### src/sv/bce_pkg.sv
// Shared types, constants and arithmetic helpers for the biquad cascade equalizer.
package bce_pkg;

   // Cascade geometry.
   localparam int BANDS      = 5;
   localparam int TERMS      = 5;
   localparam int NUM_COEF   = BANDS * TERMS;
   localparam int BAND_W     = (BANDS > 1) ? $clog2(BANDS) : 1;
   localparam int COEF_AW    = (NUM_COEF > 1) ? $clog2(NUM_COEF) : 1;

   // Field and datapath widths.
   localparam int MODE_W     = 2;
   localparam int SAMPLE_W   = 16;
   localparam int INDEX_W    = 5;
   localparam int COEF_W     = 24;
   localparam int DATA_W     = 32;
   localparam int COEF_FRAC  = 20;
   localparam int SAMPLE_SH  = 8;
   localparam int PROD_W     = DATA_W + COEF_W;
   localparam int ACC_W      = 60;
   localparam int RND_W      = ACC_W - COEF_FRAC;
   localparam int TERM_W     = 3;

   // Item modes.
   localparam logic [MODE_W-1:0] MODE_FILTER = 2'd0;
   localparam logic [MODE_W-1:0] MODE_WRITE  = 2'd1;
   localparam logic [MODE_W-1:0] MODE_CLEAR  = 2'd2;

   // Coefficient terms within one band.
   localparam logic [TERM_W-1:0] TERM_A0 = 3'd0;
   localparam logic [TERM_W-1:0] TERM_A1 = 3'd1;
   localparam logic [TERM_W-1:0] TERM_A2 = 3'd2;
   localparam logic [TERM_W-1:0] TERM_B1 = 3'd3;
   localparam logic [TERM_W-1:0] TERM_B2 = 3'd4;

   // Accumulator operations.
   localparam logic [2:0] ACC_HOLD    = 3'd0;
   localparam logic [2:0] ACC_LOAD_Z1 = 3'd1;
   localparam logic [2:0] ACC_LOAD_Z2 = 3'd2;
   localparam logic [2:0] ACC_CLEAR   = 3'd3;
   localparam logic [2:0] ACC_ADD     = 3'd4;
   localparam logic [2:0] ACC_SUB     = 3'd5;

   // Coefficient value 1.0 in Q3.20.
   localparam logic signed [COEF_W-1:0] COEF_ONE = COEF_W'(1 << COEF_FRAC);

   // Command bundle from the controller to the datapath.
   typedef struct packed {
      logic               load_sample;
      logic               write_coef;
      logic               clear_delay;
      logic [BAND_W-1:0]  band;
      logic [TERM_W-1:0]  term;
      logic               mul_en;
      logic               mul_use_y;
      logic [2:0]         acc_op;
      logic               take_y;
      logic               take_z1;
      logic               take_z2;
      logic               next_x;
      logic               emit;
   } bce_cmd_type;

   // Rounded and saturated Q8.23 value.
   typedef struct packed {
      logic                     sat;
      logic signed [DATA_W-1:0] value;
   } bce_rnd_type;

   // Round half up from 43 fractional bits to 23 and saturate to 32 bits.
   function automatic bce_rnd_type bce_round_sat(input logic signed [ACC_W-1:0] acc);
      logic signed [ACC_W-1:0] sum;
      logic signed [RND_W-1:0] r;
      logic                    fits;
      bce_rnd_type             res;
      sum  = acc + ACC_W'(1 << (COEF_FRAC - 1));
      r    = sum[ACC_W-1:COEF_FRAC];
      fits = (&r[RND_W-1:DATA_W-1]) || !(|r[RND_W-1:DATA_W-1]);
      res.sat = !fits;
      if (fits) begin
         res.value = r[DATA_W-1:0];
      end else if (r[RND_W-1]) begin
         res.value = {1'b1, {(DATA_W-1){1'b0}}};
      end else begin
         res.value = {1'b0, {(DATA_W-1){1'b1}}};
      end
      return res;
   endfunction

endpackage

### src/sv/bce_ifs.sv
// Valid/ready channel interfaces for the equalizer request and response words.
interface bce_req_if
   import bce_pkg::*;
   ();
   logic                       valid;
   logic                       ready;
   logic [MODE_W-1:0]          mode;
   logic signed [SAMPLE_W-1:0] sample_in;
   logic [INDEX_W-1:0]         coef_index;
   logic signed [COEF_W-1:0]   coef_value;

   modport source (output valid, mode, sample_in, coef_index, coef_value, input ready);
   modport sink   (input valid, mode, sample_in, coef_index, coef_value, output ready);
endinterface

interface bce_rsp_if
   import bce_pkg::*;
   ();
   logic                       valid;
   logic                       ready;
   logic signed [SAMPLE_W-1:0] sample_out;
   logic                       clipped;

   modport source (output valid, sample_out, clipped, input ready);
   modport sink   (input valid, sample_out, clipped, output ready);
endinterface

### src/sv/bce_datapath.sv
// Datapath: coefficient table, delay registers, shared multiplier and accumulator.
module bce_datapath
   import bce_pkg::*;
(
   input  logic                       clock,
   input  logic                       reset,
   input  bce_cmd_type                cmd,
   input  logic signed [SAMPLE_W-1:0] sample_in,
   input  logic [INDEX_W-1:0]         coef_index,
   input  logic signed [COEF_W-1:0]   coef_value,
   output logic signed [SAMPLE_W-1:0] sample_out,
   output logic                       clipped
);

   logic signed [COEF_W-1:0]   coef_ff [NUM_COEF];
   logic signed [DATA_W-1:0]   z1_ff [BANDS];
   logic signed [DATA_W-1:0]   z2_ff [BANDS];
   logic signed [DATA_W-1:0]   x_ff, x_in;
   logic signed [DATA_W-1:0]   y_ff;
   logic signed [PROD_W-1:0]   prod_ff, prod_in;
   logic signed [ACC_W-1:0]    acc_ff, acc_in;
   logic                       flag_ff, flag_in;
   logic signed [SAMPLE_W-1:0] out_ff, out_in;
   logic                       clip_ff, clip_in;
   logic [COEF_AW-1:0]         coef_addr;
   logic signed [DATA_W-1:0]   mul_a;
   logic signed [COEF_W-1:0]   mul_b;
   bce_rnd_type                rnd;
   logic signed [DATA_W:0]     x_rounded;
   logic signed [DATA_W-SAMPLE_SH:0] y_wide;
   logic                       clamp_hi, clamp_lo;

   // Operand selection for the shared multiplier.
   assign coef_addr = COEF_AW'(cmd.band * TERMS) + COEF_AW'(cmd.term);
   assign mul_a     = cmd.mul_use_y ? y_ff : x_ff;
   assign mul_b     = coef_ff[coef_addr];
   assign prod_in   = mul_a * mul_b;

   // One rounding and saturation unit serves every section output.
   assign rnd = bce_round_sat(acc_ff);

   // Accumulator at 43 fractional bits.
   always_comb begin
      case (cmd.acc_op)
         ACC_LOAD_Z1: acc_in = {{(ACC_W-DATA_W-COEF_FRAC){z1_ff[cmd.band][DATA_W-1]}},
                                z1_ff[cmd.band], {COEF_FRAC{1'b0}}};
         ACC_LOAD_Z2: acc_in = {{(ACC_W-DATA_W-COEF_FRAC){z2_ff[cmd.band][DATA_W-1]}},
                                z2_ff[cmd.band], {COEF_FRAC{1'b0}}};
         ACC_CLEAR:   acc_in = '0;
         ACC_ADD:     acc_in = acc_ff + ACC_W'(prod_ff);
         ACC_SUB:     acc_in = acc_ff - ACC_W'(prod_ff);
         default:     acc_in = acc_ff;
      endcase
   end

   // Sample register: widened input at start, previous section output between bands.
   always_comb begin
      x_in = x_ff;
      if (cmd.load_sample) begin
         x_in = {{(DATA_W-SAMPLE_W-SAMPLE_SH){sample_in[SAMPLE_W-1]}}, sample_in,
                 {SAMPLE_SH{1'b0}}};
      end else if (cmd.next_x) begin
         x_in = y_ff;
      end
   end

   // Saturation flag gathers every section; the final clamp joins it in the output clip bit.
   always_comb begin
      flag_in = flag_ff;
      if (cmd.load_sample) begin
         flag_in = 1'b0;
      end else if ((cmd.take_y || cmd.take_z1 || cmd.take_z2) && rnd.sat) begin
         flag_in = 1'b1;
      end
   end

   // Final rounding to Q1.15 and clamp to full scale.
   always_comb begin
      x_rounded = {x_ff[DATA_W-1], x_ff} + (DATA_W+1)'(1 << (SAMPLE_SH - 1));
      y_wide    = x_rounded[DATA_W:SAMPLE_SH];
      clamp_hi  = !y_wide[DATA_W-SAMPLE_SH] && (|y_wide[DATA_W-SAMPLE_SH-1:SAMPLE_W-1]);
      clamp_lo  = y_wide[DATA_W-SAMPLE_SH] && !(&y_wide[DATA_W-SAMPLE_SH-1:SAMPLE_W-1]);
      if (clamp_hi) begin
         out_in = {1'b0, {(SAMPLE_W-1){1'b1}}};
      end else if (clamp_lo) begin
         out_in = {1'b1, {(SAMPLE_W-1){1'b0}}};
      end else begin
         out_in = y_wide[SAMPLE_W-1:0];
      end
      clip_in = flag_ff || clamp_hi || clamp_lo;
   end

   // Coefficient table and delay registers.
   always_ff @(posedge clock) begin
      if (reset) begin
         for (int i = 0; i < NUM_COEF; i++) begin
            coef_ff[i] <= ((i % TERMS) == 0) ? COEF_ONE : '0;
         end
         for (int i = 0; i < BANDS; i++) begin
            z1_ff[i] <= '0;
            z2_ff[i] <= '0;
         end
      end else begin
         if (cmd.write_coef && (32'(coef_index) < NUM_COEF)) begin
            coef_ff[COEF_AW'(coef_index)] <= coef_value;
         end
         if (cmd.clear_delay) begin
            for (int i = 0; i < BANDS; i++) begin
               z1_ff[i] <= '0;
               z2_ff[i] <= '0;
            end
         end else begin
            if (cmd.take_z1) begin
               z1_ff[cmd.band] <= rnd.value;
            end
            if (cmd.take_z2) begin
               z2_ff[cmd.band] <= rnd.value;
            end
         end
      end
   end

   // Working registers.
   always_ff @(posedge clock) begin
      if (reset) begin
         flag_ff <= 1'b0;
      end else begin
         flag_ff <= flag_in;
      end
      x_ff   <= x_in;
      acc_ff <= acc_in;
      if (cmd.mul_en) begin
         prod_ff <= prod_in;
      end
      if (cmd.take_y) begin
         y_ff <= rnd.value;
      end
   end

   // Output word register.
   always_ff @(posedge clock) begin
      if (cmd.emit) begin
         out_ff  <= out_in;
         clip_ff <= clip_in;
      end
   end

   assign sample_out = out_ff;
   assign clipped    = clip_ff;

endmodule

### src/sv/bce_controller.sv
// Controller: sequences the nine steps of each section and the channel handshakes.
module bce_controller
   import bce_pkg::*;
(
   input  logic              clock,
   input  logic              reset,
   input  logic              req_valid,
   input  logic [MODE_W-1:0] req_mode,
   output logic              req_ready,
   output logic              rsp_valid,
   input  logic              rsp_ready,
   output bce_cmd_type       cmd
);

   localparam logic [1:0] ST_IDLE   = 2'd0;
   localparam logic [1:0] ST_RUN    = 2'd1;
   localparam logic [1:0] ST_FINISH = 2'd2;

   // Steps within one section.
   localparam logic [3:0] PH_MUL_A0  = 4'd0;
   localparam logic [3:0] PH_ADD_A0  = 4'd1;
   localparam logic [3:0] PH_TAKE_Y  = 4'd2;
   localparam logic [3:0] PH_ADD_A1  = 4'd3;
   localparam logic [3:0] PH_SUB_B1  = 4'd4;
   localparam logic [3:0] PH_TAKE_Z1 = 4'd5;
   localparam logic [3:0] PH_ADD_A2  = 4'd6;
   localparam logic [3:0] PH_SUB_B2  = 4'd7;
   localparam logic [3:0] PH_TAKE_Z2 = 4'd8;

   logic [1:0]        state_ff, state_in;
   logic [3:0]        phase_ff, phase_in;
   logic [BAND_W-1:0] band_ff, band_in;
   logic              rsp_valid_ff, rsp_valid_in;
   logic              accept;
   logic              emit_ok;
   logic              last_band;

   assign req_ready = (state_ff == ST_IDLE);
   assign accept    = req_valid && req_ready;
   assign emit_ok   = !rsp_valid_ff || rsp_ready;
   assign last_band = (band_ff == BAND_W'(BANDS - 1));
   assign rsp_valid = rsp_valid_ff;

   // Command decode from state and step.
   always_comb begin
      cmd             = '0;
      cmd.band        = band_ff;
      cmd.acc_op      = ACC_HOLD;
      cmd.load_sample = accept && (req_mode == MODE_FILTER);
      cmd.write_coef  = accept && (req_mode == MODE_WRITE);
      cmd.clear_delay = accept && (req_mode == MODE_CLEAR);
      cmd.emit        = (state_ff == ST_FINISH) && emit_ok;
      if (state_ff == ST_RUN) begin
         case (phase_ff)
            PH_MUL_A0: begin
               cmd.mul_en = 1'b1;
               cmd.term   = TERM_A0;
               cmd.acc_op = ACC_LOAD_Z1;
            end
            PH_ADD_A0: begin
               cmd.acc_op = ACC_ADD;
            end
            PH_TAKE_Y: begin
               cmd.take_y = 1'b1;
               cmd.mul_en = 1'b1;
               cmd.term   = TERM_A1;
               cmd.acc_op = ACC_LOAD_Z2;
            end
            PH_ADD_A1: begin
               cmd.acc_op    = ACC_ADD;
               cmd.mul_en    = 1'b1;
               cmd.mul_use_y = 1'b1;
               cmd.term      = TERM_B1;
            end
            PH_SUB_B1: begin
               cmd.acc_op = ACC_SUB;
            end
            PH_TAKE_Z1: begin
               cmd.take_z1 = 1'b1;
               cmd.mul_en  = 1'b1;
               cmd.term    = TERM_A2;
               cmd.acc_op  = ACC_CLEAR;
            end
            PH_ADD_A2: begin
               cmd.acc_op    = ACC_ADD;
               cmd.mul_en    = 1'b1;
               cmd.mul_use_y = 1'b1;
               cmd.term      = TERM_B2;
            end
            PH_SUB_B2: begin
               cmd.acc_op = ACC_SUB;
            end
            PH_TAKE_Z2: begin
               cmd.take_z2 = 1'b1;
               cmd.next_x  = 1'b1;
            end
            default: begin
               cmd.acc_op = ACC_HOLD;
            end
         endcase
      end
   end

   // Next state, step and band.
   always_comb begin
      state_in = state_ff;
      phase_in = phase_ff;
      band_in  = band_ff;
      case (state_ff)
         ST_IDLE: begin
            if (cmd.load_sample) begin
               state_in = ST_RUN;
               phase_in = PH_MUL_A0;
               band_in  = '0;
            end
         end
         ST_RUN: begin
            if (phase_ff == PH_TAKE_Z2) begin
               phase_in = PH_MUL_A0;
               if (last_band) begin
                  state_in = ST_FINISH;
               end else begin
                  band_in = band_ff + BAND_W'(1);
               end
            end else begin
               phase_in = phase_ff + 4'd1;
            end
         end
         ST_FINISH: begin
            if (emit_ok) begin
               state_in = ST_IDLE;
            end
         end
         default: begin
            state_in = ST_IDLE;
         end
      endcase
   end

   // Result word valid: set when a word is written, cleared when it is taken.
   always_comb begin
      rsp_valid_in = rsp_valid_ff;
      if (cmd.emit) begin
         rsp_valid_in = 1'b1;
      end else if (rsp_ready) begin
         rsp_valid_in = 1'b0;
      end
   end

   always_ff @(posedge clock) begin
      if (reset) begin
         state_ff     <= ST_IDLE;
         phase_ff     <= PH_MUL_A0;
         band_ff      <= '0;
         rsp_valid_ff <= 1'b0;
      end else begin
         state_ff     <= state_in;
         phase_ff     <= phase_in;
         band_ff      <= band_in;
         rsp_valid_ff <= rsp_valid_in;
      end
   end

endmodule

### src/sv/biquad_cascade_equalizer_unit.sv
// Top level of the five-band biquad cascade equalizer.
// Each sample word gives one result word; the single shared multiplier runs nine steps
// per section in turn, and the result word is held until the receiver takes it.
// One sample is in work at a time, so no new word is accepted until its result is written.
// Coefficient-write and clear words give no result word.
// Synchronous reset loads a0 = 1.0 and zero for other terms, and zeroes all delay values.
module biquad_cascade_equalizer_unit
   import bce_pkg::*;
(
   input  logic     clock,
   input  logic     reset,
   bce_req_if.sink  req_chan,
   bce_rsp_if.source rsp_chan
);

   bce_cmd_type cmd;

   // Sequencer.
   bce_controller u_ctrl (
      .clock     (clock),
      .reset     (reset),
      .req_valid (req_chan.valid),
      .req_mode  (req_chan.mode),
      .req_ready (req_chan.ready),
      .rsp_valid (rsp_chan.valid),
      .rsp_ready (rsp_chan.ready),
      .cmd       (cmd)
   );

   // Arithmetic and storage.
   bce_datapath u_dp (
      .clock      (clock),
      .reset      (reset),
      .cmd        (cmd),
      .sample_in  (req_chan.sample_in),
      .coef_index (req_chan.coef_index),
      .coef_value (req_chan.coef_value),
      .sample_out (rsp_chan.sample_out),
      .clipped    (rsp_chan.clipped)
   );

endmodule

### src/flat_wrapper.sv
// flat-port wrapper written by rule: the top's interface ports become plain ports
module biquad_cascade_equalizer_unit_flat import bce_pkg::*;
  (clock, reset, req_chan_valid, req_chan_mode, req_chan_sample_in, req_chan_coef_index, req_chan_coef_value, req_chan_ready, rsp_chan_valid, rsp_chan_sample_out, rsp_chan_clipped, rsp_chan_ready);
  bce_req_if req_chan_i ();
  bce_rsp_if rsp_chan_i ();
  input  logic clock;
  input  logic reset;
  input wire logic [$bits(req_chan_i.valid)-1:0] req_chan_valid;
  input wire logic [$bits(req_chan_i.mode)-1:0] req_chan_mode;
  input wire logic [$bits(req_chan_i.sample_in)-1:0] req_chan_sample_in;
  input wire logic [$bits(req_chan_i.coef_index)-1:0] req_chan_coef_index;
  input wire logic [$bits(req_chan_i.coef_value)-1:0] req_chan_coef_value;
  output wire logic [$bits(req_chan_i.ready)-1:0] req_chan_ready;
  output wire logic [$bits(rsp_chan_i.valid)-1:0] rsp_chan_valid;
  output wire logic [$bits(rsp_chan_i.sample_out)-1:0] rsp_chan_sample_out;
  output wire logic [$bits(rsp_chan_i.clipped)-1:0] rsp_chan_clipped;
  input wire logic [$bits(rsp_chan_i.ready)-1:0] rsp_chan_ready;
  assign req_chan_i.valid = req_chan_valid;
  assign req_chan_i.mode = req_chan_mode;
  assign req_chan_i.sample_in = req_chan_sample_in;
  assign req_chan_i.coef_index = req_chan_coef_index;
  assign req_chan_i.coef_value = req_chan_coef_value;
  assign req_chan_ready = req_chan_i.ready;
  assign rsp_chan_valid = rsp_chan_i.valid;
  assign rsp_chan_sample_out = rsp_chan_i.sample_out;
  assign rsp_chan_clipped = rsp_chan_i.clipped;
  assign rsp_chan_i.ready = rsp_chan_ready;
  biquad_cascade_equalizer_unit u_core (.clock(clock), .reset(reset), .req_chan(req_chan_i), .rsp_chan(rsp_chan_i));
endmodule
### config.mk
export PLATFORM = sky130hd
export DESIGN_NAME = biquad_cascade_equalizer_unit_flat
export DESIGN_NICKNAME = d
export VERILOG_FILES = /design/src/sv/bce_pkg.sv /design/src/sv/bce_ifs.sv /design/src/sv/bce_datapath.sv /design/src/sv/bce_controller.sv /design/src/sv/biquad_cascade_equalizer_unit.sv /design/src/flat_wrapper.sv
export SDC_FILE = /design/constraint.sdc
export NUM_CORES = 2
export LEC_CHECK = 0
export BUFFER_PORTS_ARGS = -buffer_cell sky130_fd_sc_hd__buf_2
export CAP_MARGIN = 20
export CELL_PAD_IN_SITES_DETAIL_PLACEMENT = 1
export CELL_PAD_IN_SITES_GLOBAL_PLACEMENT = 1
export CORE_AREA = 2 2 492 494
export CTS_CLUSTER_DIAMETER = 100
export DETAILED_ROUTE_END_ITERATION = 8
export DIE_AREA = 0 0 494 496
export GPL_TIMING_DRIVEN = 0
export PLACE_DENSITY = 0.61
export SLEW_MARGIN = 0
export SYNTH_ARGS = -nofsm -noshare
export SYNTH_HDL_FRONTEND = slang
export SYNTH_HIERARCHICAL = 1
export SYNTH_SLANG_ARGS = --single-unit
export TNS_END_PERCENT = 20
### constraint.sdc
create_clock -name clock -period 11.97 [get_ports clock]
set_input_delay 2.394 -clock clock [delete_from_list [all_inputs] [get_ports clock]]
set_output_delay 2.394 -clock clock [all_outputs]
set_load 0.1 [all_outputs]
==> run summary <==
* **Core ar.** 239600 sq um
* **share of flip-flops with an asynchronous set or reset** 0
* **cell repeated most along the worst path** sky130_fd_sc_hd__fa_1
* **total number of vias** 64883
* **cell row count** 180
* **growth of design area from synthesis to finish** 13.04%
* **proportion of layout cells with a drive suffix above 1** 0.1585
* **Worst-Skew Late Latency** 0.83 ns
* **worst setup slack after layout** 0.4485 ns
* **finished layout cell area** 107800 sq um
* **standard cell area after detailed placement** 101700 sq um
* **maximum count of clock buffers along a single path** 3
* **highest cell delay on the worst timing path** 0.54 ns
* **WL final** 352500 um
* **worst-case headroom to the max-slew limit** 0.1854
* **startpoint-to-endpoint class of the critical path** register to register
* **cell chosen for the clock root** sky130_fd_sc_hd__clkbuf_16
* **clock transition at the registers of the reported paths** 0.06 ns
* **DPL Wire Length** 267500 um
* **count of synthesis-stage warnings from yosys** 6
* **path class of the lowest-slack min-delay path** register to register
* **clock tree from TritonCTS** yes
* **cell with the largest stage delay on the worst path** sky130_fd_sc_hd__fa_1
* **Peak supply drop** 270.5 uV
* **Fill cells** 25212
* **grt total ovfl** 0
* **CTS H-tree lvls** 4
* **Seq/Total Area, Yosys** 0.4665
* **number of global-route vias before repair** 68596
* **weighted congestion at the end of routability-driven global placement** 0.9386
* **Iteration-0 DRC Markers** 6606
* **Die Footprint** 245000 sq um
* **minimum setup slack among reg-to-reg paths** 0.45 ns
* **main flop type after synthesis** sky130_fd_sc_hd__edfxtp_1
* **antenna violations before repair** 36
* **Routed Antenna Nets** 0
* **Slew @ Worst Pin** 1.222 ns
* **worst-case setup slack after placement** -2.944 ns
* **number of clock buffers inserted by TritonCTS** 164
* **max frequency** 86.79 MHz
* **Arrival @ worst endpoint** 12.08 ns
* **DIE WIDTH** 494 um
* **Yosys cell types** 93
* **CP Buf/Inv Count** 13
* **Max FO, Critical Path** 10
* **count of final setup violators** 0
* **DR pass1 iterations** 5
* **final count of hold timing violations** 0
* **number of clock sinks seen by CTS** 1488
* **pin count of the biggest net entering global routing** 37
* **P_leak** 42.33 nW
* **Critical Path RT** 12.53 ns
* **cell area after synthesis** 95370 sq um
* **wire length of the first global-routing pass** 500600 um
* **overall routing resource usage** 0.2874
* **setup TNS** 0 ns
* **final worst path period need** 11.52 ns
* **gate count after technology mapping** 7722
* **Post-synth EDFFs** 1469
* **areal power density over the cells** 192.6 nW/um^2
* **fraction of the cycle the final worst path needs** 0.9625
* **Wirelength per Cell** 30.46 um
* **RSZ-0062 raised after global routing** no
* **endpoint class of the critical path** register
* **# DRC** 0
* **outcome** complete, no violations
* **number of input and output port buffers inserted** 67
* **starting density of the core** 0.3980
* **routed via count divided by cell count** 5.607
* **number of pins exceeding their max-slew limit in the final report** 0
* **Synth Register Bits** 1488
* **average cell area after synthesis** 12.35 sq um
* **setup clock skew after layout** 0.04104 ns
* **Maximum Capacitance Violations** 0
* **number of I/O pins** 70
* **category of cells accounting for the largest share of critical-path delay** adder cells
* **Die Y** 496 um
* **NumNets Final** 9289
* **startpoint type of the worst setup path** register
where the power goes:
part           total (mW)  internal [mW]  switching (mW)
Sequential           6.47           6.32           0.149
Combinational        9.43           3.50            5.94
Clock                4.85           2.70            2.15
tightest hold or removal path: stages, from the launching register on:
cell and delay [ns]:
sky130_fd_sc_hd__dfxtp_1 0.31, sky130_fd_sc_hd__nand2b_1 0.09, sky130_fd_sc_hd__a21oi_1 0.07
layout by cell type, fill, tap and decap left out, types with 25 or more instances in the layout:
cell type	synthesis	final
sky130_fd_sc_hd__inv_1	857	854
sky130_fd_sc_hd__fa_1	785	782
sky130_fd_sc_hd__mux2i_2	0	28
sky130_fd_sc_hd__nand2_1	241	231
sky130_fd_sc_hd__xnor2_1	135	135
sky130_fd_sc_hd__nand4_1	60	60
sky130_fd_sc_hd__a221oi_1	44	43
sky130_fd_sc_hd__clkinv_1	0	34
sky130_fd_sc_hd__o21ai_0	120	119
sky130_fd_sc_hd__buf_4	3	40
sky130_fd_sc_hd__or2_2	402	402
sky130_fd_sc_hd__o21bai_1	30	29
sky130_fd_sc_hd__a21o_1	67	67
sky130_fd_sc_hd__nor2b_1	44	44
sky130_fd_sc_hd__nand2b_1	34	34
sky130_fd_sc_hd__a21oi_1	172	169
sky130_fd_sc_hd__ha_1	227	226
sky130_fd_sc_hd__and2_1	617	613
sky130_fd_sc_hd__nor2_1	855	853
sky130_fd_sc_hd__a22oi_1	169	169
sky130_fd_sc_hd__clkbuf_1	389	355
sky130_fd_sc_hd__nand3_1	77	77
sky130_fd_sc_hd__buf_12	0	29
sky130_fd_sc_hd__diode_2	0	32
sky130_fd_sc_hd__edfxtp_1	1469	1469
sky130_fd_sc_hd__a31oi_1	25	25
sky130_fd_sc_hd__buf_6	32	66
sky130_fd_sc_hd__clkbuf_2	0	30
sky130_fd_sc_hd__nor3_1	37	36
sky130_fd_sc_hd__mux4_2	245	245
sky130_fd_sc_hd__clkbuf_16	0	165
sky130_fd_sc_hd__conb_1	1	168
sky130_fd_sc_hd__o21a_1	39	39
sky130_fd_sc_hd__buf_8	0	37
sky130_fd_sc_hd__mux2i_1	82	39
sky130_fd_sc_hd__xor2_1	88	88
sky130_fd_sc_hd__buf_2	41	88
sky130_fd_sc_hd__clkbuf_4	0	37
synth_stat cells, types with 32 or more instances:
cell type,instances,area [sq um]
sky130_fd_sc_hd__buf_2,41,205.2
sky130_fd_sc_hd__xnor2_1,135,1182
sky130_fd_sc_hd__or2_2,402,2515
sky130_fd_sc_hd__o21a_1,39,292.8
sky130_fd_sc_hd__nand4_1,60,375.4
sky130_fd_sc_hd__clkbuf_1,389,1460
sky130_fd_sc_hd__a221oi_1,44,385.4
sky130_fd_sc_hd__nand2b_1,34,212.7
sky130_fd_sc_hd__a21oi_1,172,860.8
sky130_fd_sc_hd__ha_1,227,2840
sky130_fd_sc_hd__buf_6,32,360.4
sky130_fd_sc_hd__nor2_1,855,3209
sky130_fd_sc_hd__nor2b_1,44,275.3
sky130_fd_sc_hd__fa_1,785,15720
sky130_fd_sc_hd__nor3_1,37,185.2
sky130_fd_sc_hd__inv_1,857,3217
sky130_fd_sc_hd__and2_1,617,3860
sky130_fd_sc_hd__a22oi_1,169,1269
sky130_fd_sc_hd__nand3_1,77,385.4
sky130_fd_sc_hd__xor2_1,88,770.7
sky130_fd_sc_hd__o21ai_0,120,600.6
sky130_fd_sc_hd__mux4_2,245,5518
sky130_fd_sc_hd__edfxtp_1,1469,44110
sky130_fd_sc_hd__mux2i_1,82,820.8
sky130_fd_sc_hd__a21o_1,67,503.0
sky130_fd_sc_hd__nand2_1,241,904.6
per-stage QoR:
| step | hold WS, ns | utilization | cells | total power [mW] |
|---|---|---|---|---|
| floorplan | 0.4596 | - | 7889 | 12.34 |
| global placement | 0.4716 | 0.4186 | 11141 | 15.54 |
| detailed placement | 0.5083 | 0.4244 | 11223 | 15.70 |
| CTS | 0.5182 | 0.4479 | 11523 | 20.75 |
| global route | 0.5541 | 0.4499 | 11567 | 21.91 |
| finish | 0.5142 | 0.4499 | 11572 | 20.76 |
state kept, by name, indices dropped and copies added (netlist names):
register	cells
u_core/u_dp/coef_ff	768
u_core/u_dp/sample_out	16
u_core/u_ctrl/phase_ff	4
u_core/u_dp/clipped	1
u_core/u_dp/x_ff	32
u_core/u_dp/z1_ff	256
u_core/u_ctrl/state_ff	2
u_core/u_dp/z2_ff	256
u_core/u_dp/flag_ff	1
u_core/u_dp/prod_ff	56
u_core/u_dp/y_ff	32
u_core/u_ctrl/band_ff	3
u_core/u_dp/acc_ff	60
u_core/u_ctrl/rsp_valid	1
layer usage:
metal	global-route usage	part of all wire	vias to the layer above
met4	0.1332	0.051	4
met3	0.03138	0.061	550
li1	-	-	27204
met5	0	0.000082	-
met1	0.3753	0.40	34759
met2	0.4821	0.49	2366
cell families (layout without fill, tap and decap cells):
family                     Yosys count  count (layout)  share of synthesized area
muxes                              350             350                    0.06918
buffers and inverters             1351            1817                    0.05635
xor gates and xnor gates           225             225                    0.02082
other                                1             200                 0.00003932
AOI/OAI and AO/OA                  813             813                    0.05817
adders and majority gates         1012            1012                     0.1946
DFF                               1488            1488                     0.4665
and+or+nand+nor                   2482            2482                     0.1344
repair_timing:
action	CTS	global route
buffers inserted	7	12
hold endpoints to repair	0	0
pin swaps	2	5
hold buffers	0	0
resized for setup	178	107
gates cloned	0	0
setup endpoints to repair	39	24
worst paths after layout:
path                                           startpoint                      end  depth (start not counted)
worst max-delay path            u_core/u_ctrl/state_ff[0]  u_core/u_dp/prod_ff[54]                         40
worst min-delay path              u_core/u_ctrl/rsp_valid  u_core/u_ctrl/rsp_valid                          2
worst max register to register  u_core/u_ctrl/state_ff[0]  u_core/u_dp/prod_ff[54]                         40
worst min register to register    u_core/u_ctrl/rsp_valid  u_core/u_ctrl/rsp_valid                          2
cell type report:
| cell class | instances | area (sq um) | area share |
|---|---|---|---|
| clock buffers | 212 | 4305 | 0.03993 |
| flip-flops and latches | 1488 | 44490 | 0.4127 |
| plain buffers | 490 | 2531 | 0.02348 |
| multi-input cells | 5050 | 46570 | 0.4320 |
| repair buffers | 174 | 1879 | 0.01743 |
| inverters | 858 | 3232 | 0.02998 |
| diodes | 32 | 80.08 | 0.0007427 |
| clock inverters | 83 | 734.5 | 0.006812 |
| well taps | 3185 | 3985 | 0.03696 |
(Power assumes the default switching activity.)
